File: src/i2cbb_pkg.sv
`timescale 1ns / 1ps

package i2cbb_pkg;

    // Action codes on the request channel
    localparam logic [1:0] ACT_TICK  = 2'd0;
    localparam logic [1:0] ACT_WRITE = 2'd1;
    localparam logic [1:0] ACT_READ  = 2'd2;

    // Item kind after classification
    typedef enum logic [1:0] {
        K_TICK,
        K_WRITE,
        K_READ,
        K_NONE
    } t_kind;

    // Byte sub-steps
    localparam logic [4:0] STEP_ACK_RELEASE = 5'd16;
    localparam logic [4:0] STEP_ACK_CLOCK   = 5'd17;
    localparam logic [4:0] STEP_ACK_SAMPLE  = 5'd18;
    localparam logic [4:0] STEP_LAST        = 5'd19;

    localparam logic [7:0] READ_BIT       = 8'h01;
    localparam logic [2:0] WRITE_DATA_MAX = 3'd2;
    localparam logic [2:0] ADDR_BYTES     = 3'd2;

    // Transmit store slots: address, register, two data bytes
    localparam int STORE_SLOTS = 4;
    localparam int SLOT_DEV    = 0;
    localparam int SLOT_REG    = 1;
    localparam int SLOT_DATA0  = 2;
    localparam int SLOT_DATA1  = 3;

    // Queue between front and engine
    localparam int FIFO_DEPTH = 2;
    localparam int FPTR_W     = $clog2(FIFO_DEPTH);
    localparam int FCNT_W     = $clog2(FIFO_DEPTH + 1);

    typedef struct packed {
        t_kind       kind;
        logic        sda_in;
        logic [6:0]  dev_addr;
        logic [7:0]  reg_addr;
        logic [7:0]  data_first;
        logic [7:0]  data_second;
        logic [2:0]  write_total;
        logic [2:0]  read_total;
    } t_item;

endpackage

File: src/i2cbb_if.sv
`timescale 1ns / 1ps

interface i2cbb_in_if;
    logic       valid;
    logic       ready;
    logic [1:0] action;
    logic       sda_in;
    logic [6:0] dev_addr;
    logic [7:0] reg_addr;
    logic [7:0] data_first;
    logic [7:0] data_second;
    logic [2:0] byte_count;

    modport source (
        output valid, action, sda_in, dev_addr, reg_addr, data_first, data_second,
               byte_count,
        input  ready
    );
    modport sink (
        input  valid, action, sda_in, dev_addr, reg_addr, data_first, data_second,
               byte_count,
        output ready
    );
endinterface

interface i2cbb_out_if;
    logic       valid;
    logic       ready;
    logic       scl_level;
    logic       sda_level;
    logic       busy_res;
    logic       byte_valid;
    logic [7:0] byte_value;
    logic [1:0] byte_index;
    logic       nack_seen;

    modport source (
        output valid, scl_level, sda_level, busy_res, byte_valid, byte_value, byte_index,
               nack_seen,
        input  ready
    );
    modport sink (
        input  valid, scl_level, sda_level, busy_res, byte_valid, byte_value, byte_index,
               nack_seen,
        output ready
    );
endinterface

File: src/i2cbb_front.sv
`timescale 1ns / 1ps

module i2cbb_front #(
    parameter int MAX_BYTES = 4
) (
    i2cbb_in_if.sink         i_in,
    input  logic             i_full,
    output logic             o_push,
    output i2cbb_pkg::t_item o_item
);
    import i2cbb_pkg::*;

    logic [2:0] w_wdata;
    logic [2:0] w_wsum;

    assign i_in.ready = !i_full;
    assign o_push     = i_in.valid && !i_full;

    always_comb begin
        case (i_in.action)
            ACT_TICK:  o_item.kind = K_TICK;
            ACT_WRITE: o_item.kind = K_WRITE;
            ACT_READ:  o_item.kind = K_READ;
            default:   o_item.kind = K_NONE;
        endcase

        o_item.sda_in      = i_in.sda_in;
        o_item.dev_addr    = i_in.dev_addr;
        o_item.reg_addr    = i_in.reg_addr;
        o_item.data_first  = i_in.data_first;
        o_item.data_second = i_in.data_second;

        // write: address + register + up to two payload bytes
        w_wdata = (i_in.byte_count > WRITE_DATA_MAX) ? WRITE_DATA_MAX : i_in.byte_count;
        w_wsum  = ADDR_BYTES + w_wdata;
        if (int'(w_wsum) > MAX_BYTES) begin
            o_item.write_total = 3'(MAX_BYTES);
        end else begin
            o_item.write_total = w_wsum;
        end

        if (int'(i_in.byte_count) > MAX_BYTES) begin
            o_item.read_total = 3'(MAX_BYTES);
        end else begin
            o_item.read_total = i_in.byte_count;
        end
    end

endmodule

File: src/i2cbb_fifo.sv
`timescale 1ns / 1ps

module i2cbb_fifo (
    input  logic             i_clk,
    input  logic             i_rst_n,
    input  logic             i_push,
    input  i2cbb_pkg::t_item i_data,
    output logic             o_full,
    input  logic             i_pop,
    output i2cbb_pkg::t_item o_data,
    output logic             o_empty
);
    import i2cbb_pkg::*;

    t_item             r_mem [FIFO_DEPTH];
    logic [FPTR_W-1:0] r_wptr;
    logic [FPTR_W-1:0] r_rptr;
    logic [FCNT_W-1:0] r_count;

    logic w_push;
    logic w_pop;

    assign o_full  = (r_count == FCNT_W'(FIFO_DEPTH));
    assign o_empty = (r_count == '0);
    assign o_data  = r_mem[r_rptr];
    assign w_push  = i_push && !o_full;
    assign w_pop   = i_pop && !o_empty;

    function automatic logic [FPTR_W-1:0] ptr_inc(input logic [FPTR_W-1:0] ptr);
        if (ptr == FPTR_W'(FIFO_DEPTH - 1)) begin
            return '0;
        end
        return ptr + FPTR_W'(1);
    endfunction

    always_ff @(posedge i_clk) begin
        if (!i_rst_n) begin
            r_wptr  <= '0;
            r_rptr  <= '0;
            r_count <= '0;
        end else begin
            if (w_push) begin
                r_wptr <= ptr_inc(r_wptr);
            end
            if (w_pop) begin
                r_rptr <= ptr_inc(r_rptr);
            end
            if (w_push && !w_pop) begin
                r_count <= r_count + FCNT_W'(1);
            end else if (w_pop && !w_push) begin
                r_count <= r_count - FCNT_W'(1);
            end
        end
        if (w_push) begin
            r_mem[r_wptr] <= i_data;
        end
    end

endmodule

File: src/i2cbb_engine.sv
`timescale 1ns / 1ps

module i2cbb_engine #(
    parameter int MAX_BYTES = 4
) (
    input  logic             i_clk,
    input  logic             i_rst_n,
    input  i2cbb_pkg::t_item i_item,
    input  logic             i_empty,
    output logic             o_pop,
    i2cbb_out_if.source      o_out
);
    import i2cbb_pkg::*;

    localparam int STORE_DEPTH = (MAX_BYTES < STORE_SLOTS) ? MAX_BYTES : STORE_SLOTS;
    localparam int SIDX_W      = $clog2(STORE_DEPTH);

    typedef enum logic [2:0] {
        PH_IDLE,
        PH_START,
        PH_WRITE,
        PH_READ,
        PH_END
    } t_phase;

    typedef struct packed {
        logic       scl;
        logic       sda;
        logic [4:0] step;
        logic       nack;
        logic [7:0] shift;
    } t_sub;

    t_phase     r_phase, n_phase;
    logic [4:0] r_step, n_step;
    logic [2:0] r_wofs, n_wofs;
    logic [2:0] r_wtot, n_wtot;
    logic [3:0] r_rofs, n_rofs;
    logic [2:0] r_rtot, n_rtot;
    logic [7:0] r_shift, n_shift;
    logic       r_scl, n_scl;
    logic       r_sda, n_sda;
    logic [7:0] r_store [STORE_DEPTH];

    logic       r_out_valid;
    logic       r_bvalid, n_bvalid;
    logic [7:0] r_bvalue, n_bvalue;
    logic [1:0] r_bindex, n_bindex;
    logic       r_nack, n_nack;

    logic       w_load;
    t_sub       w_sub;
    logic [3:0] w_rofs_m1;

    // Transmit sub-step: 8 data bits, then release, clock and sample the ACK
    function automatic t_sub tx_sub(input logic [4:0] step_v, input logic [7:0] byte_v,
                                    input logic sda_in, input logic scl_v, input logic sda_v);
        t_sub       res;
        logic [2:0] bsel;
        res.scl   = scl_v;
        res.sda   = sda_v;
        res.step  = step_v + 5'd1;
        res.nack  = 1'b0;
        res.shift = byte_v;
        bsel      = 3'd7 - step_v[3:1];
        if (step_v < STEP_ACK_RELEASE) begin
            if (!step_v[0]) begin
                res.scl = 1'b0;
                res.sda = byte_v[bsel];
            end else begin
                res.scl = 1'b1;
            end
        end else if (step_v == STEP_ACK_RELEASE) begin
            res.scl = 1'b0;
            res.sda = 1'b1;
        end else if (step_v == STEP_ACK_CLOCK) begin
            res.scl = 1'b1;
        end else if (step_v == STEP_ACK_SAMPLE) begin
            res.nack = sda_in;
            res.scl  = 1'b0;
        end else begin
            res.sda  = 1'b0;
            res.step = '0;
        end
        return res;
    endfunction

    // Receive sub-step: 8 bits shifted in on falling SCL, then ACK or NACK
    function automatic t_sub rx_sub(input logic [4:0] step_v, input logic [7:0] shift_v,
                                    input logic sda_in, input logic give_ack,
                                    input logic scl_v, input logic sda_v);
        t_sub res;
        res.scl   = scl_v;
        res.sda   = sda_v;
        res.step  = step_v + 5'd1;
        res.nack  = 1'b0;
        res.shift = shift_v;
        if (step_v < STEP_ACK_RELEASE) begin
            if (!step_v[0]) begin
                res.sda = 1'b1;
                res.scl = 1'b1;
            end else begin
                res.shift = {shift_v[6:0], sda_in};
                res.scl   = 1'b0;
            end
        end else if (step_v == STEP_ACK_RELEASE) begin
            res.sda = !give_ack;
        end else if (step_v == STEP_ACK_CLOCK) begin
            res.scl = 1'b1;
        end else if (step_v == STEP_ACK_SAMPLE) begin
            res.scl = 1'b0;
            res.sda = 1'b1;
        end else begin
            res.sda  = 1'b0;
            res.step = '0;
        end
        return res;
    endfunction

    function automatic logic [7:0] slot_byte(input int idx, input t_item it,
                                             input logic [7:0] old_v);
        logic [7:0] res;
        res = old_v;
        case (idx)
            SLOT_DEV:   res = {it.dev_addr, 1'b0};
            SLOT_REG:   res = it.reg_addr;
            SLOT_DATA0: res = (it.kind == K_WRITE) ? it.data_first : old_v;
            SLOT_DATA1: res = (it.kind == K_WRITE) ? it.data_second : old_v;
            default:    res = old_v;
        endcase
        return res;
    endfunction

    // Engine advances only when the result slot is free or being emptied
    assign o_pop = !i_empty && (!r_out_valid || o_out.ready);

    assign w_rofs_m1 = r_rofs - 4'd1;

    always_comb begin
        n_phase  = r_phase;
        n_step   = r_step;
        n_wofs   = r_wofs;
        n_wtot   = r_wtot;
        n_rofs   = r_rofs;
        n_rtot   = r_rtot;
        n_shift  = r_shift;
        n_scl    = r_scl;
        n_sda    = r_sda;
        n_bvalid = 1'b0;
        n_bvalue = '0;
        n_bindex = '0;
        n_nack   = 1'b0;
        w_load   = 1'b0;
        w_sub    = '0;

        case (i_item.kind)
            K_WRITE, K_READ: begin
                if (r_phase == PH_IDLE) begin
                    w_load  = 1'b1;
                    n_step  = '0;
                    n_wofs  = '0;
                    n_rofs  = '0;
                    n_phase = PH_START;
                    if (i_item.kind == K_WRITE) begin
                        n_wtot = i_item.write_total;
                        n_rtot = '0;
                    end else begin
                        n_wtot = ADDR_BYTES;
                        n_rtot = i_item.read_total;
                    end
                end
            end
            K_TICK: begin
                case (r_phase)
                    PH_START: begin
                        if (r_step == '0) begin
                            n_sda  = 1'b0;
                            n_step = 5'd1;
                        end else begin
                            n_scl  = 1'b0;
                            n_step = '0;
                            if (r_wofs < r_wtot) begin
                                n_phase = PH_WRITE;
                            end else if (r_rtot != '0) begin
                                n_phase = PH_READ;
                            end else begin
                                n_phase = PH_END;
                            end
                        end
                    end
                    PH_WRITE: begin
                        w_sub   = tx_sub(r_step, r_store[r_wofs[SIDX_W-1:0]], i_item.sda_in,
                                         r_scl, r_sda);
                        n_scl   = w_sub.scl;
                        n_sda   = w_sub.sda;
                        n_step  = w_sub.step;
                        n_shift = w_sub.shift;
                        n_nack  = w_sub.nack;
                        if (w_sub.step == '0) begin
                            n_wofs = r_wofs + 3'd1;
                            if (n_wofs >= r_wtot) begin
                                n_phase = PH_END;
                            end
                        end
                    end
                    PH_READ: begin
                        if (r_rofs == '0) begin
                            w_sub = tx_sub(r_step, r_store[0] | READ_BIT, i_item.sda_in,
                                           r_scl, r_sda);
                        end else begin
                            w_sub = rx_sub(r_step, r_shift, i_item.sda_in,
                                           r_rofs < {1'b0, r_rtot}, r_scl, r_sda);
                        end
                        n_scl   = w_sub.scl;
                        n_sda   = w_sub.sda;
                        n_step  = w_sub.step;
                        n_shift = w_sub.shift;
                        n_nack  = w_sub.nack;
                        if (w_sub.step == '0) begin
                            if (r_rofs != '0) begin
                                n_bvalid = 1'b1;
                                n_bvalue = w_sub.shift;
                                n_bindex = w_rofs_m1[1:0];
                            end
                            n_rofs = r_rofs + 4'd1;
                            if (n_rofs > {1'b0, r_rtot}) begin
                                n_phase = PH_END;
                            end
                        end
                    end
                    PH_END: begin
                        if (r_step == '0) begin
                            n_scl  = 1'b1;
                            n_step = 5'd1;
                        end else begin
                            n_sda  = 1'b1;
                            n_step = '0;
                            if (r_rtot != '0 && r_rofs <= {1'b0, r_rtot}) begin
                                n_phase = PH_START;
                            end else begin
                                n_phase = PH_IDLE;
                            end
                        end
                    end
                    default: begin
                        n_phase = r_phase;
                    end
                endcase
            end
            default: begin
                n_phase = r_phase;
            end
        endcase
    end

    always_ff @(posedge i_clk) begin
        if (!i_rst_n) begin
            r_phase     <= PH_IDLE;
            r_step      <= '0;
            r_wofs      <= '0;
            r_wtot      <= '0;
            r_rofs      <= '0;
            r_rtot      <= '0;
            r_shift     <= '0;
            r_scl       <= 1'b1;
            r_sda       <= 1'b1;
            r_out_valid <= 1'b0;
        end else begin
            if (o_pop) begin
                r_phase     <= n_phase;
                r_step      <= n_step;
                r_wofs      <= n_wofs;
                r_wtot      <= n_wtot;
                r_rofs      <= n_rofs;
                r_rtot      <= n_rtot;
                r_shift     <= n_shift;
                r_scl       <= n_scl;
                r_sda       <= n_sda;
                r_out_valid <= 1'b1;
            end else if (o_out.ready) begin
                r_out_valid <= 1'b0;
            end
        end
        if (o_pop) begin
            r_bvalid <= n_bvalid;
            r_bvalue <= n_bvalue;
            r_bindex <= n_bindex;
            r_nack   <= n_nack;
        end
        if (o_pop && w_load) begin
            for (int i = 0; i < STORE_DEPTH; i++) begin
                r_store[i] <= slot_byte(i, i_item, r_store[i]);
            end
        end
    end

    // Line state only moves on a pop, so it is the state after the shown result
    assign o_out.valid      = r_out_valid;
    assign o_out.scl_level  = r_scl;
    assign o_out.sda_level  = r_sda;
    assign o_out.busy_res   = (r_phase != PH_IDLE);
    assign o_out.byte_valid = r_bvalid;
    assign o_out.byte_value = r_bvalue;
    assign o_out.byte_index = r_bindex;
    assign o_out.nack_seen  = r_nack;

`ifndef NO_ASSERTIONS
    a_idle_released: assert property (@(posedge i_clk) disable iff (!i_rst_n)
        r_phase == PH_IDLE |-> r_scl && r_sda)
        else $error("bus not released while idle");

    a_byte_busy: assert property (@(posedge i_clk) disable iff (!i_rst_n)
        r_out_valid && r_bvalid |-> r_phase != PH_IDLE)
        else $error("received byte reported outside a transfer");

    a_wofs_bound: assert property (@(posedge i_clk) disable iff (!i_rst_n)
        r_wofs <= r_wtot)
        else $error("write offset past write total");

    a_pop_result: assert property (@(posedge i_clk) disable iff (!i_rst_n)
        o_pop |=> r_out_valid)
        else $error("popped item produced no result");

    a_hold_no_pop: assert property (@(posedge i_clk) disable iff (!i_rst_n)
        !o_pop |=> $stable(r_phase) && $stable(r_step))
        else $error("engine state moved without a pop");
`endif

endmodule

File: src/i2c_bitbang_master.sv
// Tick-driven bit-banged I2C master.
// Input channel i_in (valid/ready): each transfer carries an action (tick, write
// request, read request) with the sampled SDA level and the request fields.
// Output channel o_out (valid/ready): exactly one result transfer per input
// transfer, in order, giving the driven SCL/SDA levels, busy, any received
// byte with its index, and the sampled slave NACK.
// A request is loaded only while idle; otherwise it counts as nothing. While
// busy, every tick moves the bus by one half bit.
// Path: the item is written to the front queue at the accepting edge and is
// popped into the engine's result register once that register is free or
// being emptied.
// Throughput: one item per cycle while o_out.ready stays high, set by the engine,
// which retires one queue entry per cycle into its single result register.
// Stall: when o_out.ready is low the result holds and the engine stops; the
// two-entry queue fills and then i_in.ready drops. No item is lost.
// Reset (i_rst_n low, synchronous): engine idle, SCL and SDA released high,
// queue and result register empty.
`timescale 1ns / 1ps

module i2c_bitbang_master #(
    parameter int MAX_BYTES = 4
) (
    input  logic        i_clk,
    input  logic        i_rst_n,
    i2cbb_in_if.sink    i_in,
    i2cbb_out_if.source o_out
);
    import i2cbb_pkg::*;

    t_item w_push_item;
    t_item w_pop_item;
    logic  w_push;
    logic  w_full;
    logic  w_pop;
    logic  w_empty;

    // front: decode action, clip counts
    i2cbb_front #(
        .MAX_BYTES (MAX_BYTES)
    ) u_front (
        .i_in   (i_in),
        .i_full (w_full),
        .o_push (w_push),
        .o_item (w_push_item)
    );

    // short queue decoupling input acceptance from the bus engine
    i2cbb_fifo u_fifo (
        .i_clk   (i_clk),
        .i_rst_n (i_rst_n),
        .i_push  (w_push),
        .i_data  (w_push_item),
        .o_full  (w_full),
        .i_pop   (w_pop),
        .o_data  (w_pop_item),
        .o_empty (w_empty)
    );

    // back: phase/step sequencer driving SCL and SDA
    i2cbb_engine #(
        .MAX_BYTES (MAX_BYTES)
    ) u_engine (
        .i_clk   (i_clk),
        .i_rst_n (i_rst_n),
        .i_item  (w_pop_item),
        .i_empty (w_empty),
        .o_pop   (w_pop),
        .o_out   (o_out)
    );

endmodule

File: src/flat_wrapper.sv
// flat-port wrapper written by rule: the top's interface ports become plain ports
module i2c_bitbang_master_flat import i2cbb_pkg::*;
#(
    parameter int MAX_BYTES = 4
)
  (i_clk, i_rst_n, i_in_valid, i_in_action, i_in_sda_in, i_in_dev_addr, i_in_reg_addr, i_in_data_first, i_in_data_second, i_in_byte_count, i_in_ready, o_out_valid, o_out_scl_level, o_out_sda_level, o_out_busy_res, o_out_byte_valid, o_out_byte_value, o_out_byte_index, o_out_nack_seen, o_out_ready);
  i2cbb_in_if i_in_i ();
  i2cbb_out_if o_out_i ();
  input  logic i_clk;
  input  logic i_rst_n;
  input wire logic [$bits(i_in_i.valid)-1:0] i_in_valid;
  input wire logic [$bits(i_in_i.action)-1:0] i_in_action;
  input wire logic [$bits(i_in_i.sda_in)-1:0] i_in_sda_in;
  input wire logic [$bits(i_in_i.dev_addr)-1:0] i_in_dev_addr;
  input wire logic [$bits(i_in_i.reg_addr)-1:0] i_in_reg_addr;
  input wire logic [$bits(i_in_i.data_first)-1:0] i_in_data_first;
  input wire logic [$bits(i_in_i.data_second)-1:0] i_in_data_second;
  input wire logic [$bits(i_in_i.byte_count)-1:0] i_in_byte_count;
  output wire logic [$bits(i_in_i.ready)-1:0] i_in_ready;
  output wire logic [$bits(o_out_i.valid)-1:0] o_out_valid;
  output wire logic [$bits(o_out_i.scl_level)-1:0] o_out_scl_level;
  output wire logic [$bits(o_out_i.sda_level)-1:0] o_out_sda_level;
  output wire logic [$bits(o_out_i.busy_res)-1:0] o_out_busy_res;
  output wire logic [$bits(o_out_i.byte_valid)-1:0] o_out_byte_valid;
  output wire logic [$bits(o_out_i.byte_value)-1:0] o_out_byte_value;
  output wire logic [$bits(o_out_i.byte_index)-1:0] o_out_byte_index;
  output wire logic [$bits(o_out_i.nack_seen)-1:0] o_out_nack_seen;
  input wire logic [$bits(o_out_i.ready)-1:0] o_out_ready;
  assign i_in_i.valid = i_in_valid;
  assign i_in_i.action = i_in_action;
  assign i_in_i.sda_in = i_in_sda_in;
  assign i_in_i.dev_addr = i_in_dev_addr;
  assign i_in_i.reg_addr = i_in_reg_addr;
  assign i_in_i.data_first = i_in_data_first;
  assign i_in_i.data_second = i_in_data_second;
  assign i_in_i.byte_count = i_in_byte_count;
  assign i_in_ready = i_in_i.ready;
  assign o_out_valid = o_out_i.valid;
  assign o_out_scl_level = o_out_i.scl_level;
  assign o_out_sda_level = o_out_i.sda_level;
  assign o_out_busy_res = o_out_i.busy_res;
  assign o_out_byte_valid = o_out_i.byte_valid;
  assign o_out_byte_value = o_out_i.byte_value;
  assign o_out_byte_index = o_out_i.byte_index;
  assign o_out_nack_seen = o_out_i.nack_seen;
  assign o_out_i.ready = o_out_ready;
  i2c_bitbang_master #(.MAX_BYTES(MAX_BYTES)) u_core (.i_clk(i_clk), .i_rst_n(i_rst_n), .i_in(i_in_i), .o_out(o_out_i));
endmodule
File: config.mk
export PLATFORM = sky130hd
export DESIGN_NAME = i2c_bitbang_master_flat
export DESIGN_NICKNAME = d
export VERILOG_FILES = /design/src/i2cbb_pkg.sv /design/src/i2cbb_if.sv /design/src/i2cbb_front.sv /design/src/i2cbb_fifo.sv /design/src/i2cbb_engine.sv /design/src/i2c_bitbang_master.sv /design/src/flat_wrapper.sv
export SDC_FILE = /design/constraint.sdc
export NUM_CORES = 1
export LEC_CHECK = 0
export BUFFER_PORTS_ARGS = -buffer_cell sky130_fd_sc_hd__buf_4
export CORE_MARGIN = 5
export CORE_UTILIZATION = 25
export DETAILED_ROUTE_END_ITERATION = 7
export MAX_ROUTING_LAYER = met4
export PLACE_DENSITY = 0.37
export SLEW_MARGIN = 20
export SYNTH_ARGS = -nofsm -noshare
export SYNTH_HDL_FRONTEND = slang
export SYNTH_HIERARCHICAL = 1
export SYNTH_SLANG_ARGS = --single-unit
File: constraint.sdc
create_clock -name i_clk -period 3.5 [get_ports i_clk]
set_input_delay 0.525 -clock i_clk [delete_from_list [all_inputs] [get_ports i_clk]]
set_output_delay 0.525 -clock i_clk [all_outputs]
set_load 0.02 [all_outputs]
After elaboration in Yosys (flattened, before gate mapping):

Memories as Yosys holds them, arrays and structs flattened. A register that Yosys moved wholly into a read port is not among the register bits.
Index checks and enable logic that the tools add are counted.

* memories kept: 2
* output and inout bits: 17
* RAM bits: 112
* bits in registers: 48

Memory list
* u_core.u_fifo.r_mem: depth 2, bits a word 40, read ports 1, clocked after Yosys merged registers in 1, wr ports 1, line i2cbb_fifo.sv:15 `t_item r_mem [FIFO_DEPTH];`
* u_core.u_engine.r_store: depth 4, bits a word 8, read ports 2, clocked after Yosys merged registers in 1, wr ports 4, line i2cbb_engine.sv:43 `logic [7:0] r_store [STORE_DEPTH];`

* magnitude comparators: 10
* equal/unequal tests: 34
* reductions and logical operators: 44
* add/subtract/negate cells: 10
* mux-type cells: 103

Operator list (number)
* $mux 8: 8
* $mux 3: 17
* $mux 16: 3
* $mux 1: 40
* $mux 6: 6
* $ne 3x3->1 const B: 7
* $mux 5: 4
* $mux 2: 8
* $ne 2x2->1 const B: 8
* $pmux 8 s2: 1
* $eq 5x5->1 const B: 3
* $logic_not 5->1: 3
* $pmux 5 s3: 1
* $mux 4: 3
* $pmux 3 s2: 2
* $pmux 3 s4: 1
* $pmux 5 s2: 1
* $reduce_and 10->1: 1
* $reduce_and 5->1: 2
* $reduce_and 3->1: 3
* $logic_and 1x1->1: 8
* $pmux 1 s4: 2
* $pmux 4 s2: 1
* $reduce_and 4->1: 2
* 44 further kinds: 66

Longest topological paths before layout:

* depth in word-level cells: 13
* depth in mapped cells: 10
* gate-level depth less buffers: 10

Hierarchy:

The synthesis kept the hierarchy.

By module, submodules not included
* i2cbb_engine: cells an instance 445, area an instance 4386.7 um^2, instances 1
* i2cbb_fifo: cells an instance 149, area an instance 3106.7 um^2, instances 1
* i2cbb_front: cells an instance 42, area an instance 291.5 um^2, instances 1

Worst setup path after synthesis:

Ideal clock, no wire load.

* path kind: input to register
* start point: input o_out_ready
* end point: memory u_core.u_engine.r_store[2][0], enable pin
* data arrival time: 2574 ps
* path slack: 552 ps
* path buffers: 0
* stages on the path: 5
* cells stage by stage: nor2b_1 nor2_1 nand3_1 inv_1 and2_1

RTL lines
* start: declaration: line flat_wrapper.sv:28 `input wire logic [$bits(o_out_i.ready)-1:0] o_out_ready;`
* end: declaration: line i2cbb_engine.sv:43

Final worst setup path:

* start point: register u_core.u_engine.r_step[0]
* end point: register u_core.u_engine.r_phase[1]

* cells in the longest elaborated chain, start to end: 11
* elaborated cells between the ends (all ways): 26
* classes of those cells: 1 x add/sub; 1 x order compare; 7 x eq/ne; 13 x mux; 4 x reduce/logical

Ends and longest elaborated chain
* start: declaration: line i2cbb_engine.sv:35 `logic [4:0] r_step, n_step;`
* start signal: assignment: line i2cbb_engine.sv:271 `r_step <= n_step;`
* $add 5x1->5 or $eq 5x5->1 (tied branches)
* $mux 5 or $mux 6 (tied branches): line i2cbb_engine.sv:110, i2cbb_engine.sv:78
* $mux 6 or $mux 7 (tied branches): line i2cbb_engine.sv:108, i2cbb_engine.sv:76
* $mux 5 or $mux 6 (tied branches): line i2cbb_engine.sv:106, i2cbb_engine.sv:73
* $mux 5 or $mux 6 (tied branches): line i2cbb_engine.sv:98, i2cbb_engine.sv:66
* $mux 16: line i2cbb_engine.sv:207 `if (r_rofs == '0) begin`
* $mux 16: line i2cbb_engine.sv:174 `case (r_phase)`
* $mux 16: line i2cbb_engine.sv:156 `case (i_item.kind)`
* $logic_not 5->1: line i2cbb_engine.sv:219 `if (w_sub.step == '0) begin`
* $ne 3x3->1 (no source line)
* $reduce_and 10->1 (no source line) (*)
* end signal: assignment: line i2cbb_engine.sv:270 `r_phase <= n_phase;`
* end: declaration: line i2cbb_engine.sv:34 `t_phase r_phase, n_phase;`

Every way passes the cells marked *; elsewhere a longest branch is shown, timed or not. The select of a mux whose other input is x is not followed.
A chain may end at the register's enable or synchronous reset.

==> impl_metrics.ini <==
[setup_path]
start_kind = register
worstPathMaxFanout = 12
cp.arrival_ns = 3.26
timing.rr.end = u_core/u_engine/r_phase[1]$_SDFFE_PN0P_
cp_cell_sequence = inv_2, ha_1, or2_1, and3_4, a311oi_4, o2111ai_2, or4b_1, a31oi_1
r2r_cells = 8
slowest_stage = dfxtp_1
crit_family = simple AND/OR/NAND/NOR gates
rr_startpoint = u_core/u_engine/r_step[0]$_SDFFE_PN0P_
critPathMaxStageDelay_ns = 0.57
crit_path_end_kind = register
reg2reg_setup_slack_ns = 0.58
worstPathRequired_ns = 3.84
cp.depth = 8
worstSetupPathType = register to register
critPathBufInv = 1

[timing]
setup_tns_ns = 0
worst_pin_slew_ns = 0.7910
fin_skew_ns = 0.01464
max_slew_margin = 0.4721
whs_ns = 0.2753
fmax_ghz = 0.3423
slew_violations = 0
setup_viol = 0
final.period_utilization = 0.8346
hold_violations = 0
period_needed_ns = 2.921
rsz0062_at_grt = false

[placed_design]
numPortBuffers = 57
postPlaceCellArea_sq_mm = 0.008417
gp_congestion = 0.8489
hpwl_mm = 12.81
dp_cells = 1033

[worst_hold_path]
whs_path_depth = 1
hold_start = i_in_reg_addr[7]
min_path_type = input port to register
hold_end = u_core/u_fifo/r_mem[0][29]$_DFFE_PP_

[die]
dieArea_sq_mm = 0.03477
ios = 58
initial_core_util = 0.2538
die_y_um = 186.5
num_rows = 64
fp.dieW_um = 186.5
core-area_sq_mm = 0.03067

[cts]
cts-buffers-inserted = 17
clk_latency_ns = 0.43
clock-sinks = 162
htreeDepth = 4
cts.repair.resized = 0
cts.path.max_buffers = 2
postCtsSetupBuffers = 0
hold_buffers = 0
clockRootBuffer = clkbuf_16
clk_pin_slew_ns = 0.08
cts_tree = yes

[yosys]
syn_nets = 700
syn_avg_cell_area_sq_um = 12.24
ys_seq_area_frac = 0.5747
synth_edf_count = 123
ys_ff_latch = 162
syn_inst = 636
synthesis.area_sq_mm = 0.007785
ys_async_sr_fraction = 0
ys_types = 70
ys.flop_type = edfxtp_1
ys_warn_count = 6

[cells_and_area]
fin_cells = 1065
layout.nets = 720
fin_area_sq_mm = 0.009032
fillers = 3143
synthToLayoutAreaGrowth_pct = 16.02
num_antenna_cells = 0
layout-drive-gt1-share = 0.2362

[route]
wirelength_mm = 18.17
drc = 0
vias = 4862
first_iter_violations = 342
drtPass1Iterations = 5
via_per_inst = 4.565
ant_nets = 0
wl_per_cell_um = 17.06

[global_routing]
grt_pass1_vias = 5025
grt_max_degree = 42
antenna_found_initial = 0
grt_overflow = 0
grt_pass1_wl_mm = 28.92
grt_use_total = 0.1074

[power_and_ir_drop]
ir_drop_mv = 0.2799
power.leakage_nw = 3.196
powerDensity_mw_per_mm2 = 687.9

[job]
cap_violations = 0

[status]
status = finished, final reports clean
==> how the worst max path moves through the flow <==
| stage | start | end | slack [ns] |
|---|---|---|---|
| 2_1_floorplan | o_out_ready | u_core/u_engine/r_store[2][0]$_DFFE_PP_ | 0.55 |
| 3_3_place_gp | u_core/u_engine/r_step[0]$_SDFFE_PN0P_ | u_core/u_engine/r_phase[1]$_SDFFE_PN0P_ | 0.73 |
| 3_5_place_dp | u_core/u_engine/r_step[0]$_SDFFE_PN0P_ | u_core/u_engine/o_out.byte_value[4]$_SDFFCE_PN0P_ | 0.58 |
| 4_1_cts | u_core/u_engine/r_step[0]$_SDFFE_PN0P_ | u_core/u_engine/o_out.byte_value[4]$_SDFFCE_PN0P_ | 0.57 |
| 5_1_grt | u_core/u_engine/r_step[0]$_SDFFE_PN0P_ | u_core/u_engine/o_out.byte_value[4]$_SDFFCE_PN0P_ | 0.30 |
| 6_report | u_core/u_engine/r_step[0]$_SDFFE_PN0P_ | u_core/u_engine/r_phase[1]$_SDFFE_PN0P_ | 0.58 |
==> area by class of cell <==
cell class                      instances  area (sq um)  area share
Sequential cell                       162          4476      0.4955
Multi-Input combinational cell        382          2834      0.3138
Timing Repair Buffer                   70         525.5     0.05818
Tap cell                              396         495.5     0.05486
Clock buffer                           18         429.2     0.04751
Clock inverter                         14         186.4     0.02064
Inverter                               23         86.33    0.009558
==> cell usage after synthesis (6+ instances only) <==
master,number,area [sq um]
nand2b_1,9,56.30
mux2i_1,18,180.2
o21ai_0,15,75.07
a21oi_1,30,150.1
nand4_1,6,37.54
dfxtp_1,39,780.8
nand3b_1,6,45.04
a211oi_1,17,127.6
mux2_2,43,484.2
and2_1,6,37.54
inv_1,21,78.83
ha_1,23,287.8
a31oi_1,6,37.54
buf_2,9,45.04
clkbuf_1,25,93.84
nor2b_1,10,62.56
nand3_1,17,85.08
buf_4,34,255.2
nor2_1,43,161.4
edfxtp_1,123,3694
nand2_1,34,127.6
==> routing by layer <==
layer  global-route usage  share of wire
met1               0.1478           0.49
met2               0.1592           0.46
met3              0.02373          0.047
met4              0.03223         0.0095
met5                    -              0
==> where the power goes <==
| group | internal [W] | switching [W] |
|---|---|---|
| Clock | 0.00104 | 0.000881 |
| Sequential | 0.00253 | 0.000180 |
| Combinational | 0.000626 | 0.000961 |
| Total | 0.00419 | 0.00202 |
==> flip-flops by register name (all words and copies together) (netlist names), 2 cells and up, named ones only <==
signal and count:
u_core/u_engine/r_shift 8, u_core/u_engine/r_phase 3, u_core/u_engine/r_step 5, u_core/u_engine/o_out.byte_index 2, u_core/u_engine/o_out.byte_value 8, u_core/u_fifo/r_mem 80
u_core/u_fifo/r_count 2, u_core/u_engine/r_wtot 3, u_core/u_engine/r_wofs 3, u_core/u_engine/r_rtot 3, u_core/u_engine/r_rofs 4, u_core/u_engine/r_store 31
==> stage by stage <==
stage | total power, W | worst slack [ns] | util
2_1_floorplan | 0.003782 | 0.5522 | -
3_3_place_gp | 0.004354 | 0.7301 | 0.2744
3_5_place_dp | 0.004374 | 0.5818 | 0.2744
4_1_cts | 0.006334 | 0.5718 | 0.2945
5_1_grt | 0.006574 | 0.2972 | 0.2945
6_report | 0.006213 | 0.5789 | 0.2945
==> cells in the final DEF (no fill, tap or decap), drive strengths merged, types with 20 or more instances in the layout <==
| master | n |
|---|---|
| a21oi | 30 |
| nand2 | 34 |
| edfxtp | 123 |
| mux2 | 43 |
| inv | 30 |
| o21ai | 20 |
| dfxtp | 39 |
| buf | 70 |
| nor2 | 43 |
| ha | 23 |
==> kinds of logic after synthesis <==
group / synth area share
muxes: 0.09691
xor gates and xnor gates: 0.007875
adders and majority gates: 0.03697
DFF: 0.5747
and+or+nand+nor: 0.1122
buffers and inverters: 0.06220
AOI/OAI and AO/OA: 0.1091
Note: power is estimated with default switching activity, not from simulation.
